<file path="src/rtl/prc_pkg.sv">
`timescale 1ns / 1ps
`default_nettype none
// ----------------------------------------------------------------------------
// prc_pkg: shared constants, types and tables for the polar/rect converter
// Holds the fixed-point format, the gain-inverse constant and the arctangent
// table used by the CORDIC iteration stages.
// ----------------------------------------------------------------------------
package prc_pkg;

    localparam int DATA_WIDTH_DEF = 16;
    localparam int ITERATIONS_DEF = 16;

    // fraction bits held below the integer part of every internal coordinate
    localparam int GUARD      = 24;
    // binary angle width, 2^(ANG_W-1) = pi
    localparam int ANG_W      = 32;
    // prescale product is rounded and shifted down by this many bits
    localparam int PRE_SHIFT  = 32 - GUARD;
    localparam int TABLE_LEN  = 24;

    // 1/K in Q0.32
    localparam logic [31:0] INV_GAIN = 32'h9B74EDA8;

    typedef struct packed {
        logic valid;   // stage holds a word
        logic vec;     // vectoring (rect to polar)
        logic bypass;  // axis case, result already formed
    } ctl_t;

    // round(atan(2^-i) * 2^31 / pi)
    function automatic logic [ANG_W-1:0] atan_entry(input int idx);
        logic [ANG_W-1:0] val;
        case (idx)
            0:       val = 32'h20000000;
            1:       val = 32'h12E4051E;
            2:       val = 32'h09FB385B;
            3:       val = 32'h051111D4;
            4:       val = 32'h028B0D43;
            5:       val = 32'h0145D7E1;
            6:       val = 32'h00A2F61E;
            7:       val = 32'h00517C55;
            8:       val = 32'h0028BE53;
            9:       val = 32'h00145F2F;
            10:      val = 32'h000A2F98;
            11:      val = 32'h000517CC;
            12:      val = 32'h00028BE6;
            13:      val = 32'h000145F3;
            14:      val = 32'h0000A2FA;
            15:      val = 32'h0000517D;
            16:      val = 32'h000028BE;
            17:      val = 32'h0000145F;
            18:      val = 32'h00000A30;
            19:      val = 32'h00000518;
            20:      val = 32'h0000028C;
            21:      val = 32'h00000146;
            22:      val = 32'h000000A3;
            23:      val = 32'h00000051;
            default: val = '0;
        endcase
        return val;
    endfunction

endpackage
`default_nettype wire

</file>
<file path="src/rtl/prc_prescale.sv">
`timescale 1ns / 1ps
`default_nettype none
// ----------------------------------------------------------------------------
// prc_prescale: input decode and gain compensation
// Three register stages: sign/quadrant folding and axis detection, the
// 1/K multiplies, then rounding and sign restore into guard-bit format.
// ----------------------------------------------------------------------------
module prc_prescale #(
    parameter int DATA_WIDTH = prc_pkg::DATA_WIDTH_DEF,
    parameter int W          = DATA_WIDTH + prc_pkg::GUARD + 3
) (
    input  wire                          aclk,
    input  wire                          aresetn,
    input  wire                          en,
    input  wire                          in_valid,
    input  wire                          action,
    input  wire signed [DATA_WIDTH-1:0]  a_in,
    input  wire signed [DATA_WIDTH-1:0]  b_in,
    output prc_pkg::ctl_t                ctl_o,
    output logic signed [W-1:0]          cx_o,
    output logic signed [W-1:0]          cy_o,
    output logic [prc_pkg::ANG_W-1:0]    z_o
);

    localparam int DW = DATA_WIDTH;
    localparam int ZW = prc_pkg::ANG_W;
    localparam int PW = DW + 32;
    localparam int MW = PW + 1 - prc_pkg::PRE_SHIFT;

    localparam logic [DW:0] HALF    = (DW+1)'(1) << (DW - 1);
    localparam logic [DW:0] QUARTER = (DW+1)'(1) << (DW - 2);
    localparam logic [ZW-1:0] PI_Z  = ZW'(1) << (ZW - 1);

    // stage A: fold and detect
    prc_pkg::ctl_t          ctl_a_reg, ctl_a_next;
    logic [DW-1:0]          mag_a_reg, mag_a_next;
    logic [DW-1:0]          mag_b_reg, mag_b_next;
    logic                   sgn_a_reg, sgn_a_next;
    logic                   sgn_b_reg, sgn_b_next;
    logic [ZW-1:0]          z_a_reg, z_a_next;
    logic signed [DW:0]     byp_f_a_reg, byp_f_a_next;
    logic signed [DW:0]     byp_s_a_reg, byp_s_a_next;

    // stage B: products
    prc_pkg::ctl_t          ctl_b_reg;
    logic [PW-1:0]          prod_a_reg, prod_b_reg;
    logic                   sgn_a_b_reg, sgn_b_b_reg;
    logic [ZW-1:0]          z_b_reg;
    logic signed [DW:0]     byp_f_b_reg, byp_s_b_reg;

    // stage C: guard-bit coordinates
    prc_pkg::ctl_t          ctl_c_reg;
    logic signed [W-1:0]    cx_c_reg, cx_c_next;
    logic signed [W-1:0]    cy_c_reg, cy_c_next;
    logic [ZW-1:0]          z_c_reg;

    logic [DW:0]            a_ext, b_ext, a_abs, b_abs;
    logic                   a_neg, b_neg, flip;
    logic [ZW-1:0]          z_rot;
    logic [PW:0]            sum_a, sum_b;
    logic [W-1:0]           m_a, m_b;

    always_comb begin
        a_neg = a_in[DW-1];
        b_neg = b_in[DW-1];
        a_ext = {a_in[DW-1], a_in};
        b_ext = {b_in[DW-1], b_in};
        a_abs = a_neg ? -a_ext : a_ext;
        b_abs = b_neg ? -b_ext : b_ext;

        z_rot = ZW'($unsigned(b_in)) << (ZW - DW);
        flip  = z_rot[ZW-1] ^ z_rot[ZW-2];

        ctl_a_next.valid  = in_valid;
        ctl_a_next.vec    = ~action;
        ctl_a_next.bypass = 1'b0;
        mag_a_next   = a_abs[DW-1:0];
        mag_b_next   = b_abs[DW-1:0];
        sgn_a_next   = 1'b0;
        sgn_b_next   = 1'b0;
        z_a_next     = '0;
        byp_f_a_next = '0;
        byp_s_a_next = '0;

        if (!action) begin
            if (b_in == '0) begin
                ctl_a_next.bypass = 1'b1;
                byp_f_a_next = a_abs;
                byp_s_a_next = a_neg ? HALF : '0;
            end else if (a_in == '0) begin
                ctl_a_next.bypass = 1'b1;
                byp_f_a_next = b_abs;
                byp_s_a_next = b_neg ? -QUARTER : QUARTER;
            end else begin
                // left half plane: rotate by pi first
                sgn_b_next = a_neg ^ b_neg;
                z_a_next   = a_neg ? PI_Z : '0;
            end
        end else begin
            // second and third quadrants: negate radius, shift angle by pi
            mag_b_next = '0;
            sgn_a_next = a_neg ^ flip;
            z_a_next   = flip ? (z_rot ^ PI_Z) : z_rot;
        end
    end

    always_comb begin
        sum_a = {1'b0, prod_a_reg} + (PW+1)'(1 << (prc_pkg::PRE_SHIFT - 1));
        sum_b = {1'b0, prod_b_reg} + (PW+1)'(1 << (prc_pkg::PRE_SHIFT - 1));
        m_a   = W'(sum_a[PW:prc_pkg::PRE_SHIFT]);
        m_b   = W'(sum_b[PW:prc_pkg::PRE_SHIFT]);
        if (ctl_b_reg.bypass) begin
            cx_c_next = W'(byp_f_b_reg);
            cy_c_next = W'(byp_s_b_reg);
        end else begin
            cx_c_next = sgn_a_b_reg ? -m_a : m_a;
            cy_c_next = sgn_b_b_reg ? -m_b : m_b;
        end
    end

    always_ff @(posedge aclk) begin
        if (!aresetn) begin
            ctl_a_reg <= '0;
            ctl_b_reg <= '0;
            ctl_c_reg <= '0;
        end else if (en) begin
            ctl_a_reg <= ctl_a_next;
            ctl_b_reg <= ctl_a_reg;
            ctl_c_reg <= ctl_b_reg;
        end
    end

    always_ff @(posedge aclk) begin
        if (en) begin
            mag_a_reg   <= mag_a_next;
            mag_b_reg   <= mag_b_next;
            sgn_a_reg   <= sgn_a_next;
            sgn_b_reg   <= sgn_b_next;
            z_a_reg     <= z_a_next;
            byp_f_a_reg <= byp_f_a_next;
            byp_s_a_reg <= byp_s_a_next;

            prod_a_reg  <= PW'(mag_a_reg) * PW'(prc_pkg::INV_GAIN);
            prod_b_reg  <= PW'(mag_b_reg) * PW'(prc_pkg::INV_GAIN);
            sgn_a_b_reg <= sgn_a_reg;
            sgn_b_b_reg <= sgn_b_reg;
            z_b_reg     <= z_a_reg;
            byp_f_b_reg <= byp_f_a_reg;
            byp_s_b_reg <= byp_s_a_reg;

            cx_c_reg    <= cx_c_next;
            cy_c_reg    <= cy_c_next;
            z_c_reg     <= z_b_reg;
        end
    end

    assign ctl_o = ctl_c_reg;
    assign cx_o  = cx_c_reg;
    assign cy_o  = cy_c_reg;
    assign z_o   = z_c_reg;

endmodule
`default_nettype wire

</file>
<file path="config.mk">
export PLATFORM = sky130hd
export DESIGN_NAME = prc_prescale
export DESIGN_NICKNAME = d
export VERILOG_FILES = /design/src/rtl/prc_pkg.sv /design/src/rtl/prc_prescale.sv
export SDC_FILE = /design/constraint.sdc
export NUM_CORES = 1
export LEC_CHECK = 0
export BUFFER_PORTS_ARGS = -buffer_cell sky130_fd_sc_hd__buf_2
export CORE_ASPECT_RATIO = 0.7
export CORE_UTILIZATION = 60
export CTS_BUF_LIST = sky130_fd_sc_hd__clkbuf_8
export CTS_CLUSTER_SIZE = 40
export DETAILED_ROUTE_END_ITERATION = 8
export HOLD_SLACK_MARGIN = 0.05
export PLACE_DENSITY = 0.78
export SYNTH_ARGS = -nofsm -noshare
export SYNTH_HDL_FRONTEND = slang
export SYNTH_SLANG_ARGS = --single-unit
</file>
<file path="constraint.sdc">
create_clock -name aclk -period 8.04 [get_ports aclk]
set_clock_uncertainty 0.1 [all_clocks]
set_input_delay 0.402 -clock aclk [delete_from_list [all_inputs] [get_ports aclk]]
set_output_delay 0.402 -clock aclk [all_outputs]
set_load 0.02 [all_outputs]
</file>
## Yosys cells after proc, flatten, opt, wreduce, memory -nomap -nowiden

Cells that the tools add are included.

| cells by class | value |
|---|---|
| $mul | 2 |
| mux-type cells | 20 |
| $add $sub $neg | 6 |
| bitwise logic cells | 5 |
| reductions and logical operators | 3 |

Operators by type and width:

| kind | number |
|---|---|
| $mux W43 | 4 |
| $mux W32 | 5 |
| $mux W17 | 7 |
| $add A48 B8 Y49 const B | 2 |
| $mul A16 B29 Y45 const B | 2 |
| $neg A41 Y43 | 2 |
| $neg A17 Y17 | 2 |
| $logic_not A16 Y1 | 2 |
| $mux W16 | 1 |
| $mux W1 | 3 |
| $reduce_or A3 Y1 | 1 |
| $xor A1 B1 Y1 | 3 |
| $not A1 Y1 | 2 |

| word-level totals | value |
|---|---|
| register bits | 385 |
| output and inout bits | 121 |
| bits of input ports | 37 |
| logic and storage cells | 62 |

## Logic depth before layout (Yosys ltp)

Gate-level depths: netlist of the first run.

| logic depth | value |
|---|---|
| depth after elaboration | 4 |
| mapped depth | 24 |
| mapped depth without buffers | 24 |

## Worst setup path after synthesis of the first run

Ideal clock, no wire load.

| path | value |
|---|---|
| kind | register to register |
| from | register mag_a_reg[5] |
| to | register prod_a_reg[47], data pin |
| buffers on the path | 1 |
| setup slack | 1.422 ns |
| cell stages (with the launch flop) | 25 |
| data arrival time | 6.255 ns |
| data required time | 7.676 ns |
| period minus slack after synthesis | 6.618 ns |
| library setup time | 0.264 ns |
| cell sequence | edfxtp_1 inv_1 ha_1 inv_1 fa_1 inv_1 fa_1 inv_1 fa_1 inv_1 fa_1 fa_1 inv_1 ha_1 clkbuf_1 a21o_1 a21o_1 a221oi_1 o31ai_1 a41oi_1 o31a_1 a211oi_1 a211o_1 a221oi_1 xnor2_1 |

| on the way | value |
|---|---|
| word-level cells in the longest chain between the ends | 1 |

Ends and longest elaborated chain:

| what | line | RTL |
|---|---|---|
| start, declared | prc_prescale.sv:36 | `logic [DW-1:0] mag_a_reg, mag_a_next;` |
| start signal, assigned | prc_prescale.sv:135 | `mag_a_reg <= mag_a_next;` |
| $mul A16 B29 Y45 | prc_prescale.sv:143 | `prod_a_reg <= PW'(mag_a_reg) * PW'(prc_pkg::INV_GAIN);` |
| end signal, assigned | prc_prescale.sv:143 |  |
| end, declared | prc_prescale.sv:46 | `logic [PW-1:0] prod_a_reg, prod_b_reg;` |

Every way passes these cells.
A chain may end at the register's enable or synchronous reset.

## Final worst setup path of the first run

Ends and elaborated chain as after synthesis.

==> results of run 1 <==
[stage by stage]
stage / worst slack [ns] / cells / hold slack [ns] / util / cell area (sq um)
2_1_floorplan: 1.42 / 3149 / 0.300 / - / 31900
3_3_place_gp: 0.967 / 3882 / 0.301 / 0.632 / 33100
6_report: 0.722 / 3996 / 0.0599 / 0.655 / 34300
4_1_cts: 0.774 / 3995 / 0.0502 / 0.655 / 34300
3_5_place_dp: 0.868 / 3882 / 0.305 / 0.632 / 33100
5_1_grt: 0.256 / 3996 / 0.0596 / 0.655 / 34300
[cells in the mapped netlist (all sizes together), types with 5 or more instances]
cell type  count
a31oi         21
o41ai          9
inv          588
xnor2        180
or2           21
nor2b         30
clkbuf        56
mux2i         17
a21oi         88
o211ai         6
nand4         37
fa           337
nor2         159
o21a          19
and4           8
nand2b        32
a211oi        15
buf           43
a21boi         6
ha           336
o21bai        17
and3          33
nor3          53
dfxtp          9
xor2          96
nand3         52
nor4          21
o31ai         25
edfxtp       292
and2          26
o22ai          7
nand2        167
a41oi          5
a22o          12
or3           19
o21ai        164
a21o          46
or4            6
a211o          6
[what timing repair did]
action / CTS / global route
hold buffers: 25 / 0
buffers inserted: 0 / 0
hold endpoints to repair: 31 / 0
[worst max-delay path, delay by kind of cell (launching register included)]
| family | cells | cell delay, ns |
|---|---|---|
| AO/OA/AOI/OAI | 9 | 2.30 |
| XOR/XNOR | 1 | 0.10 |
| adder cells (fa/ha/maj) | 7 | 3.48 |
| buffers and inverters | 6 | 0.46 |
| flip-flops | 1 | 0.56 |
[layer usage]
metal  vias up  global-route usage  share of wire
li1      10700                   -              -
met1     11400               0.541           0.49
met2      1106               0.409           0.36
met4         2              0.0615          0.017
met3        96               0.133           0.14
met5         -                   0        0.00012
[layout make-up]
class	instances	area, sq um	share of cell area
inverters	588	2210	0.0643
clock inverters	34	214	0.00624
flip-flops and latches	301	8950	0.261
diodes	1	2.50	0.0000730
repair buffers	173	1030	0.0301
clock buffers	54	743	0.0217
well taps	684	856	0.0250
multi-input cells	2161	20300	0.592
[cell families (layout without fill, tap and decap cells)]
family / Yosys count / count (layout) / synth area share
XOR/XNOR: 276 / 276 / 0.0758
buffers and inverters: 687 / 849 / 0.0844
adder cells (fa/ha/maj): 673 / 673 / 0.344
AND/OR/NAND/NOR: 688 / 688 / 0.110
flip-flops: 301 / 301 / 0.281
other: 1 / 18 / 0.000118
AO/OA/AOI/OAI: 487 / 487 / 0.0984
multiplexers: 20 / 20 / 0.00640
[path summary, 6_finish.rpt]
| check | from | endpoint | cells past startpoint | slack [ns] |
|---|---|---|---|---|
| worst max-delay path | mag_a_reg[5] | prod_a_reg[47] | 23 | 0.72 |
| worst min register to register | byp_f_a_reg[10] | byp_f_b_reg[10] | 0 | 0.26 |
| worst min-delay path | a_in[3] | mag_a_reg[3] | 2 | 0.06 |
| worst max register to register | mag_a_reg[5] | prod_a_reg[47] | 23 | 0.72 |
==> metrics.cfg, run 1 <==
[critical_path]
worst_setup_path_end_kind=flop
arrival_ns=7.57
worstPathCellList=inv_1 > ha_1 > inv_1 > fa_1 > inv_1 > fa_1 > inv_1 > fa_1 > inv_1 > fa_1 > fa_1 > inv_1 > ha_1 > a21o_1 > a21o_1 > a221oi_1 > o31ai_1 > a41oi_1 > o31a_1 > a211oi_1 > a211o_1 > a221oi_1 > xnor2_1
worstPathMaxFanout=8
slowest_delay_ns=0.60
crit_required_ns=8.29
slowest_stage=fa_1
crit_top_cell=inv_1
timing.setup.critical_path_class=flop to flop
critPathLaunchType=flop

[clock_tree]
htree_levels=2
cts.sinks=301
clk_path_buf_depth=3
cts_resized=0
clk_pin_slew_ns=0.07
cts_tree=yes
root_buffer=clkbuf_8
cts_made_buffers=47
insertion_delay_ns=0.66

[finish]
final_common_cell=inv_1
final_cell_mix=602 x inv_1, 337 x fa_1, 336 x ha_1
drive_gt1_frac=0.0788
area_growth_pct=7.62
nNetsFinal=3982
n_fill_cell=4207

[floorplanning]
die_x_um=277
start_util=0.609
core_area_sq_um=52400
die-area_sq_um=54100
fp.dieH_um=195
io_pins=158
core.rowCount=70

[logic_synthesis]
synth_edf_count=292
async_flop_share=0
yosys_most_used_dff=edfxtp_1
synth_cells=3133
synth_seq_cells=301
syn_area_sq_um=31900
ys_types=87
yosysSeqAreaShare=0.281
syn_avg_cell_area_sq_um=10.2
yosys_warnings=0
synth.area.top_cells=edfxtp_1 28%, fa_1 21%, ha_1 13%, inv_1 6.9%, xnor2_1 4.9%
synth_top_cell_by_area=edfxtp_1
yosys.area.top_type_share=0.275

[timing]
tns_ns=0
hold_viol=0
final_max_slew_viol_count=0
worst_pin_slew_ns=1.11
relSlewSlack=0.257
rsz0062_at_grt=false
fmax_mhz=137
period_needed_ns=7.32
finalCritPeriodShare=0.910
setup_viol_count_final=0

[drt]
dr.pass1.iters=6
num_vias=23300
vias_per_cell=5.83
wl_per_cell_um=22.4
ant_nets=0
drt_wl_total_um=89600
drc=0
drt-initial-drc-count=2453

[grt]
antenna_found_initial=2
grt_pass1_vias=22700
grt_max_degree=222
grt_pass1_wl_um=135000
overflow=0
grt_util_all_layers=0.334

[run]
cap_violations=0

[placed_design]
gp_congestion=1.02
dpl.hpwl_um=75500
portBuffers=141

[status]
status=complete, no violations

[min_path]
hold_class=input pin to flop

Power of run 1 is not shown: default switching activity piles up to over one toggle a cycle in this logic, so the estimate is an artifact.
==> run 2: changes to the inputs <==
--- a/config.mk
+++ b/config.mk
@@ -5,12 +5,14 @@
 export SDC_FILE = /design/constraint.sdc
 export NUM_CORES = 1
 export LEC_CHECK = 0
+export ABC_AREA = 1
 export BUFFER_PORTS_ARGS = -buffer_cell sky130_fd_sc_hd__buf_2
 export CORE_ASPECT_RATIO = 0.7
 export CORE_UTILIZATION = 60
 export CTS_BUF_LIST = sky130_fd_sc_hd__clkbuf_8
 export CTS_CLUSTER_SIZE = 40
 export DETAILED_ROUTE_END_ITERATION = 8
+export GPL_ROUTABILITY_DRIVEN = 0
 export HOLD_SLACK_MARGIN = 0.05
 export PLACE_DENSITY = 0.78
 export SYNTH_ARGS = -nofsm -noshare
==> constraint.sdc (replaced) <==
create_clock -name aclk -period 8.04 [get_ports aclk]
set_clock_uncertainty 0.1 [all_clocks]
set_input_delay 0.804 -clock aclk [delete_from_list [all_inputs] [get_ports aclk]]
set_output_delay 0.804 -clock aclk [all_outputs]
set_load 0.02 [all_outputs]
==> metrics.cfg, run 2 <==
[logic_synthesis]
yosysSeqAreaShare=0.265
yosys.area.top_type_share=0.260
yosys_warnings=0
synth_top_family_by_area=adder cells
synth_cells=3981
synth-simple-area-share=0.203
ys_types=54
synth-xor-area-share=0.0371
synthTopCellsByCount=836 x inv_1, 808 x nand2_1, 377 x nor2_1
synthMuxAreaShare=0
async_flop_share=0
synth_top_cell_by_area=edfxtp_1
synth_adder_area_share=0.325
yosys_most_used_dff=edfxtp_1
syn_area_sq_um=33700
synth_most_common_cell=inv_1
synth_edf_count=292
synth_seq_cells=301
syn_avg_cell_area_sq_um=8.47
synth.area.top_cells=edfxtp_1 26%, fa_1 20%, ha_1 12%, inv_1 9.3%, nand2_1 9.0%
synth_compound_area_frac=0.0672

[placed_design]
dp.cells=4829
portBuffers=141
dpl.hpwl_um=77400

[drt]
num_vias=27300
drt-initial-drc-count=3118
drc=0
ant_nets=0
dr.pass1.iters=6
wl_per_cell_um=18.5
drt_wl_total_um=91100
vias_per_cell=5.56

[grt]
overflow=0
antenna_found_initial=6
grt_pass1_vias=25900
grt_util_all_layers=0.322
grt_max_degree=177
grt_pass1_wl_um=142000

[timing]
finalCritPeriodShare=0.788
period_needed_ns=6.34
final_max_slew_viol_count=0
worst_pin_slew_ns=1.03
fmax_mhz=158
rsz0062_at_grt=false
tns_ns=0
hold_ws_ns=0.269
hold_viol=0
setup_viol_count_final=0
relSlewSlack=0.315

[clock_tree]
clk_pin_slew_ns=0.06
insertion_delay_ns=0.64
root_buffer=clkbuf_8
hold_buffers=0
cts_resized=0
cts.sinks=301
cts_setup_buffers=0
htree_levels=2
cts_made_buffers=46
cts_tree=yes
clk_path_buf_depth=3

[floorplanning]
core.rowCount=72
io_pins=158
fp.dieH_um=200
start_util=0.609
die_x_um=285
die-area_sq_um=57200
core_area_sq_um=55400

[finish]
fin_util=0.651
drive_gt1_frac=0.0775
final_cell_mix=848 x inv_1, 808 x nand2_1, 377 x nor2_1
final_cells=4912
nNetsFinal=4847
area_growth_pct=6.95
n_fill_cell=4555
final_common_cell=inv_1

[critical_path]
critPathLaunchType=flop
worstPathMaxFanout=6
timing.setup.critical_path_class=flop to flop
worst_setup_path_end_kind=flop
arrival_ns=6.60
crit_required_ns=8.30

[status]
status=complete, no violations

[min_path]
hold_class=flop to flop

[run]
cap_violations=0

[run 2: per-stage QoR]
stage,cell area [sq um],worst slack [ns]
after floorplan,33800,2.35
after global placement,35200,1.85
after detailed placement,35200,1.78
after CTS,36100,1.80
after global routing,36100,1.43
final,36100,1.70
[run 2: cells by family (layout without fill, tap and decap cells)]
logic type | Yosys count | count (layout)
compound gates | 395 | 395
xor+xnor | 143 | 143
fa+ha+maj | 673 | 673
buf+inv | 896 | 1068
flops | 301 | 301
other cells | 1 | 20
simple gates | 1572 | 1572
[run 2: cell type report]
| class | count | area (sq um) | area share |
|---|---|---|---|
| Antenna cell | 3 | 7.51 | 0.000208 |
| Clock buffer | 46 | 633 | 0.0176 |
| Clock inverter | 34 | 254 | 0.00704 |
| Inverter | 841 | 3160 | 0.0875 |
| Multi-Input combinational cell | 2800 | 21400 | 0.592 |
| Sequential cell | 301 | 8950 | 0.248 |
| Tap cell | 740 | 926 | 0.0257 |
| Timing Repair Buffer | 147 | 773 | 0.0214 |
[run 2: final timing paths]
check,startpoint,to,slack (ns),cells after the start
min reg2reg,byp_s_a_reg[16],byp_s_b_reg[16],0.27,0
min,byp_s_a_reg[16],byp_s_b_reg[16],0.27,0
max reg2reg,mag_a_reg[4],prod_a_reg[31],1.70,22
max,mag_a_reg[4],prod_a_reg[31],1.70,22
[run 2: layer usage]
metal	track usage	vias to the layer above	routed length, um
met4	0.0856	8	2650
met1	0.498	12700	41400
li1	-	12900	-
met2	0.430	1549	34500
met5	0	-	55
met3	0.102	182	12500
[run 2: critical path: stages (launching register included)]
cell and delay, ns:
edfxtp_1 0.52, ha_1 0.55, inv_1 0.11, fa_1 0.60
inv_1 0.08, fa_1 0.51, inv_1 0.05, fa_1 0.47
inv_1 0.05, fa_1 0.53, inv_1 0.06, fa_1 0.53
inv_1 0.07, ha_1 0.37, a21oi_1 0.29, o21ai_0 0.18
nand2_1 0.09, nand4_1 0.12, nand2_1 0.09, nand2_1 0.09
a21oi_1 0.29, o21ai_0 0.15, xor2_1 0.18
Power of run 2 is left out for the same reason.
