<file path="config.mk">
export PLATFORM = sky130hd
export DESIGN_NAME = prc_cordic_stage
export DESIGN_NICKNAME = d
export VERILOG_FILES = /design/src/rtl/prc_pkg.sv /design/src/rtl/prc_cordic_stage.sv
export SDC_FILE = /design/constraint.sdc
export NUM_CORES = 1
export LEC_CHECK = 0
export ABC_AREA = 1
export BUFFER_PORTS_ARGS = -buffer_cell sky130_fd_sc_hd__buf_4
export CAP_MARGIN = 30
export CORE_MARGIN = 3
export CORE_UTILIZATION = 43
export CTS_CLUSTER_DIAMETER = 50
export DETAILED_ROUTE_END_ITERATION = 8
export HOLD_SLACK_MARGIN = 0.06
export SLEW_MARGIN = 20
export SYNTH_ARGS = -nofsm -noshare
export SYNTH_HDL_FRONTEND = slang
export SYNTH_SLANG_ARGS = --single-unit
export TNS_END_PERCENT = 100
</file>
<file path="constraint.sdc">
create_clock -name aclk -period 2.49 [get_ports aclk]
set_input_delay 0.498 -clock aclk [delete_from_list [all_inputs] [get_ports aclk]]
set_output_delay 0.498 -clock aclk [all_outputs]
set_load 0.02 [all_outputs]
</file>
<file path="src/rtl/prc_pkg.sv">
`timescale 1ns / 1ps
`default_nettype none
// ----------------------------------------------------------------------------
// prc_pkg: shared constants, types and tables for the polar/rect converter
// Holds the fixed-point format, the gain-inverse constant and the arctangent
// table used by the CORDIC iteration stages.
// ----------------------------------------------------------------------------
package prc_pkg;

    localparam int DATA_WIDTH_DEF = 16;
    localparam int ITERATIONS_DEF = 16;

    // fraction bits held below the integer part of every internal coordinate
    localparam int GUARD      = 24;
    // binary angle width, 2^(ANG_W-1) = pi
    localparam int ANG_W      = 32;
    // prescale product is rounded and shifted down by this many bits
    localparam int PRE_SHIFT  = 32 - GUARD;
    localparam int TABLE_LEN  = 24;

    // 1/K in Q0.32
    localparam logic [31:0] INV_GAIN = 32'h9B74EDA8;

    typedef struct packed {
        logic valid;   // stage holds a word
        logic vec;     // vectoring (rect to polar)
        logic bypass;  // axis case, result already formed
    } ctl_t;

    // round(atan(2^-i) * 2^31 / pi)
    function automatic logic [ANG_W-1:0] atan_entry(input int idx);
        logic [ANG_W-1:0] val;
        case (idx)
            0:       val = 32'h20000000;
            1:       val = 32'h12E4051E;
            2:       val = 32'h09FB385B;
            3:       val = 32'h051111D4;
            4:       val = 32'h028B0D43;
            5:       val = 32'h0145D7E1;
            6:       val = 32'h00A2F61E;
            7:       val = 32'h00517C55;
            8:       val = 32'h0028BE53;
            9:       val = 32'h00145F2F;
            10:      val = 32'h000A2F98;
            11:      val = 32'h000517CC;
            12:      val = 32'h00028BE6;
            13:      val = 32'h000145F3;
            14:      val = 32'h0000A2FA;
            15:      val = 32'h0000517D;
            16:      val = 32'h000028BE;
            17:      val = 32'h0000145F;
            18:      val = 32'h00000A30;
            19:      val = 32'h00000518;
            20:      val = 32'h0000028C;
            21:      val = 32'h00000146;
            22:      val = 32'h000000A3;
            23:      val = 32'h00000051;
            default: val = '0;
        endcase
        return val;
    endfunction

endpackage
`default_nettype wire

</file>
<file path="src/rtl/prc_cordic_stage.sv">
`timescale 1ns / 1ps
`default_nettype none
// ----------------------------------------------------------------------------
// prc_cordic_stage: one registered CORDIC micro-rotation
// Vectoring drives y toward zero, rotation drives z toward zero. Axis-case
// words pass through unchanged.
// ----------------------------------------------------------------------------
module prc_cordic_stage #(
    parameter int W   = prc_pkg::DATA_WIDTH_DEF + prc_pkg::GUARD + 3,
    parameter int IDX = 0
) (
    input  wire                          aclk,
    input  wire                          aresetn,
    input  wire                          en,
    input  prc_pkg::ctl_t                ctl_i,
    input  wire signed [W-1:0]           cx_i,
    input  wire signed [W-1:0]           cy_i,
    input  wire [prc_pkg::ANG_W-1:0]     z_i,
    output prc_pkg::ctl_t                ctl_o,
    output logic signed [W-1:0]          cx_o,
    output logic signed [W-1:0]          cy_o,
    output logic [prc_pkg::ANG_W-1:0]    z_o
);

    localparam logic [prc_pkg::ANG_W-1:0] ATAN = prc_pkg::atan_entry(IDX);

    prc_pkg::ctl_t                 ctl_reg;
    logic signed [W-1:0]           cx_reg, cx_next;
    logic signed [W-1:0]           cy_reg, cy_next;
    logic [prc_pkg::ANG_W-1:0]     z_reg, z_next;
    logic signed [W-1:0]           dx, dy;
    logic                          neg;

    always_comb begin
        dx  = cy_i >>> IDX;
        dy  = cx_i >>> IDX;
        neg = ctl_i.vec ? ~cy_i[W-1] : z_i[prc_pkg::ANG_W-1];
        if (ctl_i.bypass) begin
            cx_next = cx_i;
            cy_next = cy_i;
            z_next  = z_i;
        end else if (neg) begin
            cx_next = cx_i + dx;
            cy_next = cy_i - dy;
            z_next  = z_i + ATAN;
        end else begin
            cx_next = cx_i - dx;
            cy_next = cy_i + dy;
            z_next  = z_i - ATAN;
        end
    end

    always_ff @(posedge aclk) begin
        if (!aresetn) begin
            ctl_reg <= '0;
        end else if (en) begin
            ctl_reg <= ctl_i;
        end
    end

    always_ff @(posedge aclk) begin
        if (en) begin
            cx_reg <= cx_next;
            cy_reg <= cy_next;
            z_reg  <= z_next;
        end
    end

    assign ctl_o = ctl_reg;
    assign cx_o  = cx_reg;
    assign cy_o  = cy_reg;
    assign z_o   = z_reg;

endmodule
`default_nettype wire

</file>
# After elaboration in Yosys (flattened, before gate mapping)
# Cells that the tools add are included.
# word_totals
ff_bits	121
latchBits	0
mem_bits_rw	0
rom_bits	0
input_bits	124
elab_cells	19
memories	0
# op_classes
n_addsub	5
multipliers	0
div	0
magnitude_cmp	0
eq_ne	0
shift	0
n_mux	7
bitwise	1
n_reduce_logical	0
# op_table
op	n
2-to-1 mux 43 bit	4
subtractor 43 bit	2
2-to-1 mux 32 bit	2
adder 43 bit	1
adder 32 x 30 -> 32 bit (second input constant)	1
subtractor 32 x 30 -> 32 bit (second input constant)	1
2-to-1 mux 1 bit	1
inverter 1 bit	1

# Depth between registers and ports, before layout
# Gate-level depths: netlist (run 1).
# logic_depth
depth_word	4
mapped_depth	20
depth_no_buf	19

# Worst setup path before layout (run 1)
# Ideal clock, no wire load.
# synth_path
kind	input -> register
from	input port cy_i[0]
to	register cy_reg[32], in the netlist cy_o[32] (data pin)
setup_time_ps	253
t_arrival_ps	2076
path_slack_ps	161
cell_stages	13
n_path_buf	0
path_cell_list	inv_1 ha_1 fa_1 o21ai_0 a21oi_1 o21ai_2 nand2_1 nand2_1 nand2_1 nand3_1 nand2_1 nand2_1 nand2_1
# synth_between
elab_chain_cells	3
elab_cells_between_ends	4
cone_classes	add/sub: 2; mux: 2
# synth_rtl
element	line_no	rtl
from (decl)	prc_cordic_stage.sv:17	input wire signed [W-1:0] cy_i,
adder 43 bit or subtractor 43 bit (tied branches)	prc_cordic_stage.sv:48, prc_cordic_stage.sv:44	
2-to-1 mux 43 bit (*)	prc_cordic_stage.sv:42	end else if (neg) begin
2-to-1 mux 43 bit (*)	prc_cordic_stage.sv:38	if (ctl_i.bypass) begin
named net cy_next[32]	prc_cordic_stage.sv:29	logic signed [W-1:0] cy_reg, cy_next;
to (signal assigned)	prc_cordic_stage.sv:64	cy_reg <= cy_next;
to (decl)	prc_cordic_stage.sv:29	
# The timed path passes the listed nets; every way through them passes the cells marked *.
# A chain may end at the register's enable or synchronous reset.

# Worst setup path in the final report (run 1)
# Ends and elaborated chain as after synthesis.

==> summary.md, run 1 <==
The routed design could run at a clock period as short as 2466 ps. The type of the worst setup path is primary input to flop. Registers take 0.003603 mm². Number of antenna violations at the first check in global routing: 1.

The half-perimeter wire length of the detailed placement result came out at 64590 µm. The run finished with clean final reports. Overall power consumption after layout is estimated at 0.01079 W. For the final number of hold-violating endpoints, the log shows 0.

Synthesis produced 2644 cells. The classification of the worst-slack hold path was primary input to flop. Data on the critical path is required at its endpoint by 2710 ps. Buffers placed on the I/O ports in this run total 244. Category of the worst setup path launch point: a primary input. In this run the count of I/O pins placed on the die edge is 245. The area of the core is 0.03583 mm², and the overall routed net length is 78870 µm. The logs give 3837 for the cell count after placement and 103 for the pin count of the biggest net entering global routing. The maximum level of the CTS H-tree is 4. The number of buffers created by CTS is 17. For the pin with the worst max-slew slack, the measured transition is 664.3 ps.

The area overhead of the layout relative to synthesis is 50.17%. The reported leakage power is 12.96 nW. From left edge to right edge, the die measures 197.3 µm.

Dividing the detail-routed wire length by the instance count gives 20.35 µm. The routed layout has 20600 vias. Proportion of register bits with asynchronous set or reset after synthesis: 0. The first-pass GRT wire length was 113300 µm; the post-synthesis cell area was 0.01574 mm². TritonCTS built the clock tree. The peak fanout along the critical path works out to 4. The fraction of the yosys area taken by sequential cells came out at 0.2289. The nature of the critical path endpoint is a flop. The number of enable flip-flop cells after synthesis is 118, and the utilization after layout is 0.6599. Total global-route track usage: 0.3867. Summing all placed instances gives a cell area of 0.02209 mm².

In this run the core area contains 69 standard-cell rows. After the last flow step, the layout net total stands at 3670. After global routing, the most crowded layer is met2. The tools report the starting density of the core as 0.4394. The global routing usage on met3 is 0.08289, and the combined area of the multi-input logic cells is 0.01095 mm². Setup repair after global routing could not meet its margin everywhere. For this run, the top clock speed supported by timing is 0.4054 GHz. The tree is rooted in a sky130_fd_sc_hd__clkbuf_16. The filler cells instantiated in the layout total 3167. Dividing the detail-routed via count by the number of cells gives 5.315. The first-iteration detailed-routing DRC count is 1957, and the met1 track utilization from global routing is 0.5100. With fillers left out, the area of the finished cells amounts to 0.02364 mm². The tools report the via count of the first global-routing pass as 19370. Counting flops and latches in the post-synthesis netlist gives 121. The final cycle utilization of the critical path is 0.9906.

Global routing finished with a remaining overflow of 0. The run gives 0.03895 mm² as the area of the die. Routability-driven placement finished with a final weighted congestion of 1.031. The clock latency of the later-clocked register in the worst-skew pair is 460 ps. Across the VDD grid, the largest voltage drop is 0.4602 mV. Total nets after synthesis: 2913.

The Yosys step of the flow raised 0 warnings. The floorplan die height was 197.3 µm; the power density over the cells was 456.2 mW/mm². The worst path arrival time came out at 2690 ps. Fraction of layout cells with a size suffix above 1: 0.3231. For the count of clock tree sinks, the log shows 121.

Clock-pin slew was measured on the worst setup and hold paths at 70 ps. The run gives 0.6168 as the global routing met2 resource utilization. The top flip-flop cell by instance count after synthesis was sky130_fd_sc_hd__edfxtp_1. Across the run, the number of max-cap violations was 0. The tools report the number of hold buffers added after cts as 0.

The tools report the worst max-slew margin expressed relative to the limit as 0.5524. The number of different library cells used by synthesis comes to 44. The count of inserted antenna diode cells was 0; the number of DRC violations after detailed routing was 0. Before antenna repair, the detailed router went through 7 iterations. The tools report the final antenna-violating net count as 0. In this run the mean area of a mapped cell was 5.955 µm². In this run the deepest clock path goes through 2 buffers. The run gives 0 as the number of endpoints failing setup at the final stage.

For this run, the number of standard cells in the final layout without fillers is 3875. The tools report the number of max-slew violations in the final report as 0. The clock arrives with 0 ps of skew.
[per-stage QoR]
step / hold WS (ps) / setup TNS (ps) / setup slack, ps
global route: 200.9 / -251.2 / -33.12
floorplan: 587.4 / 0 / 161.3
global placement: 510.5 / -33050 / -906.6
finish: 199.2 / 0 / 23.51
detailed placement: 527.4 / -35420 / -888.5
CTS: 192.4 / -43.14 / -28.54
[cell families after synthesis]
| logic type | share of synthesized area |
|---|---|
| adder cells (fa/ha/maj) | 0.1171 |
| XOR/XNOR | 0.01891 |
| AO/OA/AOI/OAI | 0.1082 |
| flip-flops | 0.2289 |
| AND/OR/NAND/NOR | 0.3916 |
| buffers and inverters | 0.1353 |
[worst paths after layout]
check                           startpoint        to  slack (ps)  cells past startpoint
worst min-delay path                z_i[6]    z_o[6]         200                      1
worst max register to register    ctl_o[2]  ctl_o[2]        1850                      2
worst max-delay path               cy_i[0]  cy_o[32]          20                     14
worst min register to register    ctl_o[1]  ctl_o[1]         540                      2
[state kept, by name, indices dropped and copies added (netlist names)]
| name | cells |
|---|---|
| cx_o | 43 |
| ctl_o | 3 |
| cy_o | 43 |
| z_o | 32 |
[placed cells by master (no fill, tap or decap), types with 6 or more instances in the layout]
| master | count |
|---|---|
| sky130_fd_sc_hd__clkbuf_16 | 17 |
| sky130_fd_sc_hd__edfxtp_1 | 118 |
| sky130_fd_sc_hd__a21oi_1 | 110 |
| sky130_fd_sc_hd__inv_8 | 7 |
| sky130_fd_sc_hd__nand3_2 | 11 |
| sky130_fd_sc_hd__nand2_1 | 944 |
| sky130_fd_sc_hd__o21ai_2 | 6 |
| sky130_fd_sc_hd__ha_4 | 16 |
| sky130_fd_sc_hd__nor2_4 | 25 |
| sky130_fd_sc_hd__o21bai_1 | 19 |
| sky130_fd_sc_hd__o211ai_1 | 7 |
| sky130_fd_sc_hd__a21oi_2 | 25 |
| sky130_fd_sc_hd__o21ai_0 | 95 |
| sky130_fd_sc_hd__nor2_1 | 174 |
| sky130_fd_sc_hd__nand3_1 | 196 |
| sky130_fd_sc_hd__ha_1 | 114 |
| sky130_fd_sc_hd__nor2_2 | 58 |
| sky130_fd_sc_hd__buf_12 | 10 |
| sky130_fd_sc_hd__nand2_2 | 58 |
| sky130_fd_sc_hd__inv_1 | 439 |
| sky130_fd_sc_hd__inv_2 | 7 |
| sky130_fd_sc_hd__o21ai_1 | 23 |
| sky130_fd_sc_hd__nand4_1 | 11 |
| sky130_fd_sc_hd__buf_4 | 803 |
| sky130_fd_sc_hd__xor2_1 | 28 |
| sky130_fd_sc_hd__ha_2 | 11 |
[synthesized netlist by cell type, types with 3 or more instances]
master | number | area share
sky130_fd_sc_hd__nand4_1 | 11 | 0.0044
sky130_fd_sc_hd__a21oi_1 | 135 | 0.043
sky130_fd_sc_hd__clkbuf_1 | 24 | 0.0057
sky130_fd_sc_hd__buf_6 | 5 | 0.0036
sky130_fd_sc_hd__fa_1 | 4 | 0.0051
sky130_fd_sc_hd__o21bai_1 | 20 | 0.0095
sky130_fd_sc_hd__o211ai_1 | 7 | 0.0033
sky130_fd_sc_hd__o211ai_2 | 4 | 0.0032
sky130_fd_sc_hd__a21oi_2 | 4 | 0.0022
sky130_fd_sc_hd__buf_4 | 24 | 0.011
sky130_fd_sc_hd__inv_1 | 443 | 0.11
sky130_fd_sc_hd__xnor2_1 | 4 | 0.0022
sky130_fd_sc_hd__nand2_1 | 992 | 0.24
sky130_fd_sc_hd__o21ai_1 | 20 | 0.0064
sky130_fd_sc_hd__nand3_1 | 210 | 0.067
sky130_fd_sc_hd__o21ai_2 | 5 | 0.0028
sky130_fd_sc_hd__o22ai_1 | 4 | 0.0016
sky130_fd_sc_hd__nor3_1 | 8 | 0.0025
sky130_fd_sc_hd__buf_2 | 22 | 0.0070
sky130_fd_sc_hd__nor2_1 | 218 | 0.052
sky130_fd_sc_hd__nor2_2 | 36 | 0.014
sky130_fd_sc_hd__or2_2 | 4 | 0.0016
sky130_fd_sc_hd__nor2_4 | 3 | 0.0021
sky130_fd_sc_hd__o21ai_0 | 103 | 0.033
sky130_fd_sc_hd__ha_1 | 141 | 0.11
sky130_fd_sc_hd__dfxtp_1 | 3 | 0.0038
sky130_fd_sc_hd__xor2_1 | 30 | 0.017
sky130_fd_sc_hd__and2_1 | 4 | 0.0016
sky130_fd_sc_hd__edfxtp_1 | 118 | 0.23
sky130_fd_sc_hd__nand2_2 | 14 | 0.0056
sky130_fd_sc_hd__inv_2 | 4 | 0.00095
[final cells by class]
| class | instances | area share |
|---|---|---|
| Clock buffer | 17 | 0.01799 |
| Clock inverter | 15 | 0.006192 |
| Inverter | 449 | 0.07134 |
| Multi-Input combinational cell | 1997 | 0.4633 |
| Sequential cell | 121 | 0.1524 |
| Tap cell | 461 | 0.02440 |
| Timing Repair Buffer | 815 | 0.2644 |
[metal layers]
layer	routed length [µm]	part of all wire	vias to the layer above
li1	-	-	9731
met1	32110	0.41	9467
met2	35080	0.44	1196
met3	8123	0.10	201
met4	3546	0.045	2
met5	13	0.00016	-
[critical path: stages]
cell	delay [ps]
sky130_fd_sc_hd__buf_4	100
sky130_fd_sc_hd__inv_1	60
sky130_fd_sc_hd__ha_1	220
sky130_fd_sc_hd__fa_1	450
sky130_fd_sc_hd__o21ai_2	330
sky130_fd_sc_hd__a21oi_4	160
sky130_fd_sc_hd__o21ai_4	310
sky130_fd_sc_hd__nand2_1	130
sky130_fd_sc_hd__nand2_1	80
sky130_fd_sc_hd__nand2_1	40
sky130_fd_sc_hd__nand3_1	60
sky130_fd_sc_hd__nand2_1	60
sky130_fd_sc_hd__nand2_1	120
sky130_fd_sc_hd__nand2_1	60
[timing repair]
action	CTS	global route
buffers inserted	0	6
setup endpoints to repair	37	63
hold endpoints to repair	0	0
pin swaps	1	17
gates resized for setup	42	201
cloned	0	0
[report_power, final]
part           switching [W]  internal (W)
sequential         0.0000963       0.00251
clock                0.00126       0.00133
combinational        0.00330       0.00228
total                0.00466       0.00613
(Power assumes the default switching activity.)
==> run 2: changes to the inputs <==
--- a/config.mk
+++ b/config.mk
@@ -13,6 +13,7 @@
 export CTS_CLUSTER_DIAMETER = 50
 export DETAILED_ROUTE_END_ITERATION = 8
 export HOLD_SLACK_MARGIN = 0.06
+export PLACE_DENSITY = 0.66
 export SLEW_MARGIN = 20
 export SYNTH_ARGS = -nofsm -noshare
 export SYNTH_HDL_FRONTEND = slang
==> constraint.sdc (replaced) <==
create_clock -name aclk -period 2 [get_ports aclk]
set_input_delay 0.4 -clock aclk [delete_from_list [all_inputs] [get_ports aclk]]
set_output_delay 0.4 -clock aclk [all_outputs]
set_load 0.02 [all_outputs]
==> summary.md, run 2 (synthesis results as in run 1) <==
The run finished, with violations left. The checks that failed: design-rule violations, negative setup slack. The reported leakage power came out at 14.85 nW (+15%). The critical path launch point was cx_i[10]. The buffer levels on the longest clock path came out at 2 (unchanged). The maximum single-stage delay on the critical path is 340 ps (-110 ps).

The detail-routed net length per standard cell is 24.16 µm (+19%), and the clock transition at the registers of the reported paths is 70 ps (about the same). The total of max-cap violations was 0 (unchanged); the peak fanout along the critical path was 7 (+3). The area of the core was 0.03583 mm² (unchanged); the floorplan die height was 197.3 µm (unchanged).

Fraction of layout cells with a size suffix above 1: 0.5320 (+0.2089). The most common library cell in the layout ignoring fill and taps was sky130_fd_sc_hd__buf_4. The minimum period implied by the final worst setup slack is 2417 ps, and the pin count of the biggest net entering global routing is 58 (-44%). Worst path arrival time: 2630 ps (-60 ps).

The worst clock skew is 0 ps (unchanged), and the combinational power share is 0.583 (+0.065). The logs give 0 (unchanged) for the final number of hold-violating endpoints and 2210 ps (-500 ps) for the critical path required time. Via count of the first global-routing pass: 20750 (+7.1%). Traced cell by cell, the critical path runs through buf_4 -> inv_2 -> ha_4 -> buf_6 -> nand2_1 -> nand2_1 -> inv_1 -> nand2_2 -> nand2_1 -> nand2_2 -> o21bai_4 -> buf_6 -> xor2_1 -> nand2_1 -> nand2_1 -> o21ai_0.

The first-pass iteration count of the detailed router was 9 (+2); the number of antenna violations at the first check in global routing was 0 (-1). Compared with the post-synthesis result, the final layout area differs by 83.73%. The run gives 0 (unchanged) as the count of inserted antenna diode cells. The logs give 0.007010 W (+50%) for the switching power and 3754 (+2.3%) for the net total in the final layout. The peak ir drop on the vdd network was 0.6816 mV (+48%). The overall routed net length came out at 95650 µm (+21%). The area of the die is 0.03895 mm² (unchanged). The run gives 0 (unchanged) as the number of hold buffers added after cts.

TritonCTS built the clock tree. Placer congestion estimate: 1.072 (+4.0%). Maximum level of the CTS H-tree: 4 (unchanged).

The filler cell count in the final layout was 2189 (-31%); the average vias per placed instance was 5.881 (+11%). The count of clock tree sinks is 121 (unchanged), and the worst max-slew margin expressed relative to the limit is 0.7169 (+0.1645). Final antenna-violating net count: 0 (unchanged). The slew of the pin with the lowest slew margin is 423.1 ps (-241.3 ps).

The floorplan die width works out to 197.3 µm (unchanged). Starting density of the core: 0.4394 (unchanged). The tools report the nature of the critical path endpoint as a flop. For the total number of placement rows, the log shows 69 (unchanged). The worst hold path belongs to the class primary input to flop.

Among all stages on the critical path, the largest delay is contributed by sky130_fd_sc_hd__ha_4. Half-perimeter wire length of the detailed placement result: 64840 µm (+0.38%). The power density over the cells was 554.8 mW/mm² (+22%); the number of DRC violations after detailed routing was 14 (+14). The logs give -416.7 ps (-440.2 ps) for the post-route worst setup slack and 0.216 (-0.024) for the clock group share of total power. The critical path is of the primary input to flop type.

Total congestion overflow: 0 (unchanged). For the number of max-slew violations in the final report, the log shows 0 (unchanged). The total vias in the final route is 23280 (+13%). The master cell of the clock root buffer was sky130_fd_sc_hd__clkbuf_16.

The run gives 120900 µm (+6.7%) as the first-pass GRT wire length. The library cells used most frequently in the layout, excluding fill and tap cells, are sky130_fd_sc_hd__buf_4 (742), sky130_fd_sc_hd__nand2_1 (658), sky130_fd_sc_hd__inv_1 (342). The number of buffer cells added on primary ports was 244 (unchanged); the first-iteration detailed-routing DRC count was 2796 (+43%). The tools report the total global-route track usage as 0.4077 (+0.02096). The run gives 0.4138 GHz as the maximum clock frequency.

The number of endpoints failing setup at the final stage is 76 (+76), and the worst setup slack after placement is -895.9 ps (-7.438 ps). The startpoint of the worst register-to-register path was ctl_o[2]. The switching power share of the total came out at 0.4368 (+0.004709). The most numerous cell on the critical path is sky130_fd_sc_hd__nand2_1. STA classifies the critical path startpoint as a primary input. For the count of boundary I/O pins, the log shows 245 (unchanged). Number of buffers created by CTS: 17 (unchanged). The worst hold path begins at z_i[7]. Setup repair after global routing could not meet its margin everywhere. Sequential power share: 0.201 (-0.041).

The final cycle utilization of the critical path works out to 1.208. The tools report the clock latency of the later-clocked register in the worst-skew pair as 470 ps (about the same). The sum of internal, switching and leakage power came out at 0.01605 W (+49%). The internal portion of total power came out at 0.009039 W (+48%).
run 2: cell count changes in the layout (fill, tap and decap cells not counted), moves of 64 or more:
cell                      before  now
sky130_fd_sc_hd__nand2_4       4   94
sky130_fd_sc_hd__buf_6         2  108
sky130_fd_sc_hd__nand3_1     196  132
sky130_fd_sc_hd__nand2_2      58  240
sky130_fd_sc_hd__nor2_4       25  118
sky130_fd_sc_hd__nand2_1     944  658
sky130_fd_sc_hd__nor2_1      174   76
sky130_fd_sc_hd__inv_2         7   74
sky130_fd_sc_hd__inv_1       439  342
run 2: layout make-up:
cell class / instances / area, µm² / share of cell area
clock buffer: 19 / 432.9 / 0.01497
clock inverter: 13 / 175.2 / 0.006056
inverter: 449 / 1818 / 0.06285
multi-input combinational: 1997 / 14640 / 0.5060
sequential: 121 / 3603 / 0.1246
tap: 461 / 576.8 / 0.01994
timing repair buffer: 899 / 7682 / 0.2656
run 2: stage by stage:
| step | util | hold slack (ps) | area (µm²) | cells | setup TNS, ps |
|---|---|---|---|---|---|
| 2_1_floorplan | - | 489.4 | 17400 | 2644 | -897.2 |
| 5_1_grt | 0.8074 | 97.77 | 28930 | 3959 | -16360 |
| 3_3_place_gp | 0.6541 | 513.1 | 23440 | 3803 | -43320 |
| 3_5_place_dp | 0.6541 | 525.3 | 23440 | 3803 | -45460 |
| 4_1_cts | 0.7277 | 112.5 | 26070 | 3894 | -1319 |
| 6_report | 0.8074 | 100.5 | 28930 | 3959 | -12710 |
run 2: final timing paths:
kind,endpoint,slack [ps],cells past startpoint
max,cx_o[15],-420,16
min,z_o[7],100,1
min reg2reg,ctl_o[1],540,2
max reg2reg,ctl_o[2],1290,2
run 2: per-layer routing:
metal  GRT usage  wire length, µm
met5           0                0
met4      0.1742             8300
met2      0.6701            41600
met3     0.07044            11900
met1      0.5297            33840
run 2: power by group through the flow:
stage | Combinational (W) | Sequential [W] | Clock (W)
detailed placement | 0.00697 | 0.00327 | 0
global route | 0.00969 | 0.00325 | 0.00354
finish | 0.00935 | 0.00323 | 0.00347
global placement | 0.00685 | 0.00326 | 0
CTS | 0.00770 | 0.00323 | 0.00339
floorplan | 0.00328 | 0.00361 | 0
run 2: worst max-delay path: cells and delay by family:
family / cells / cell delay [ps]
xor+xnor: 1 / 190
fa+ha+maj: 1 / 340
buf+inv: 5 / 520
compound gates: 2 / 300
simple gates: 7 / 850
run 2: repair_timing:
| action | CTS | global route |
|---|---|---|
| setup endpoints to repair | 67 | 73 |
| gates resized for setup | 397 | 656 |
| pin swaps | 128 | 282 |
| setup buffers | 61 | 68 |
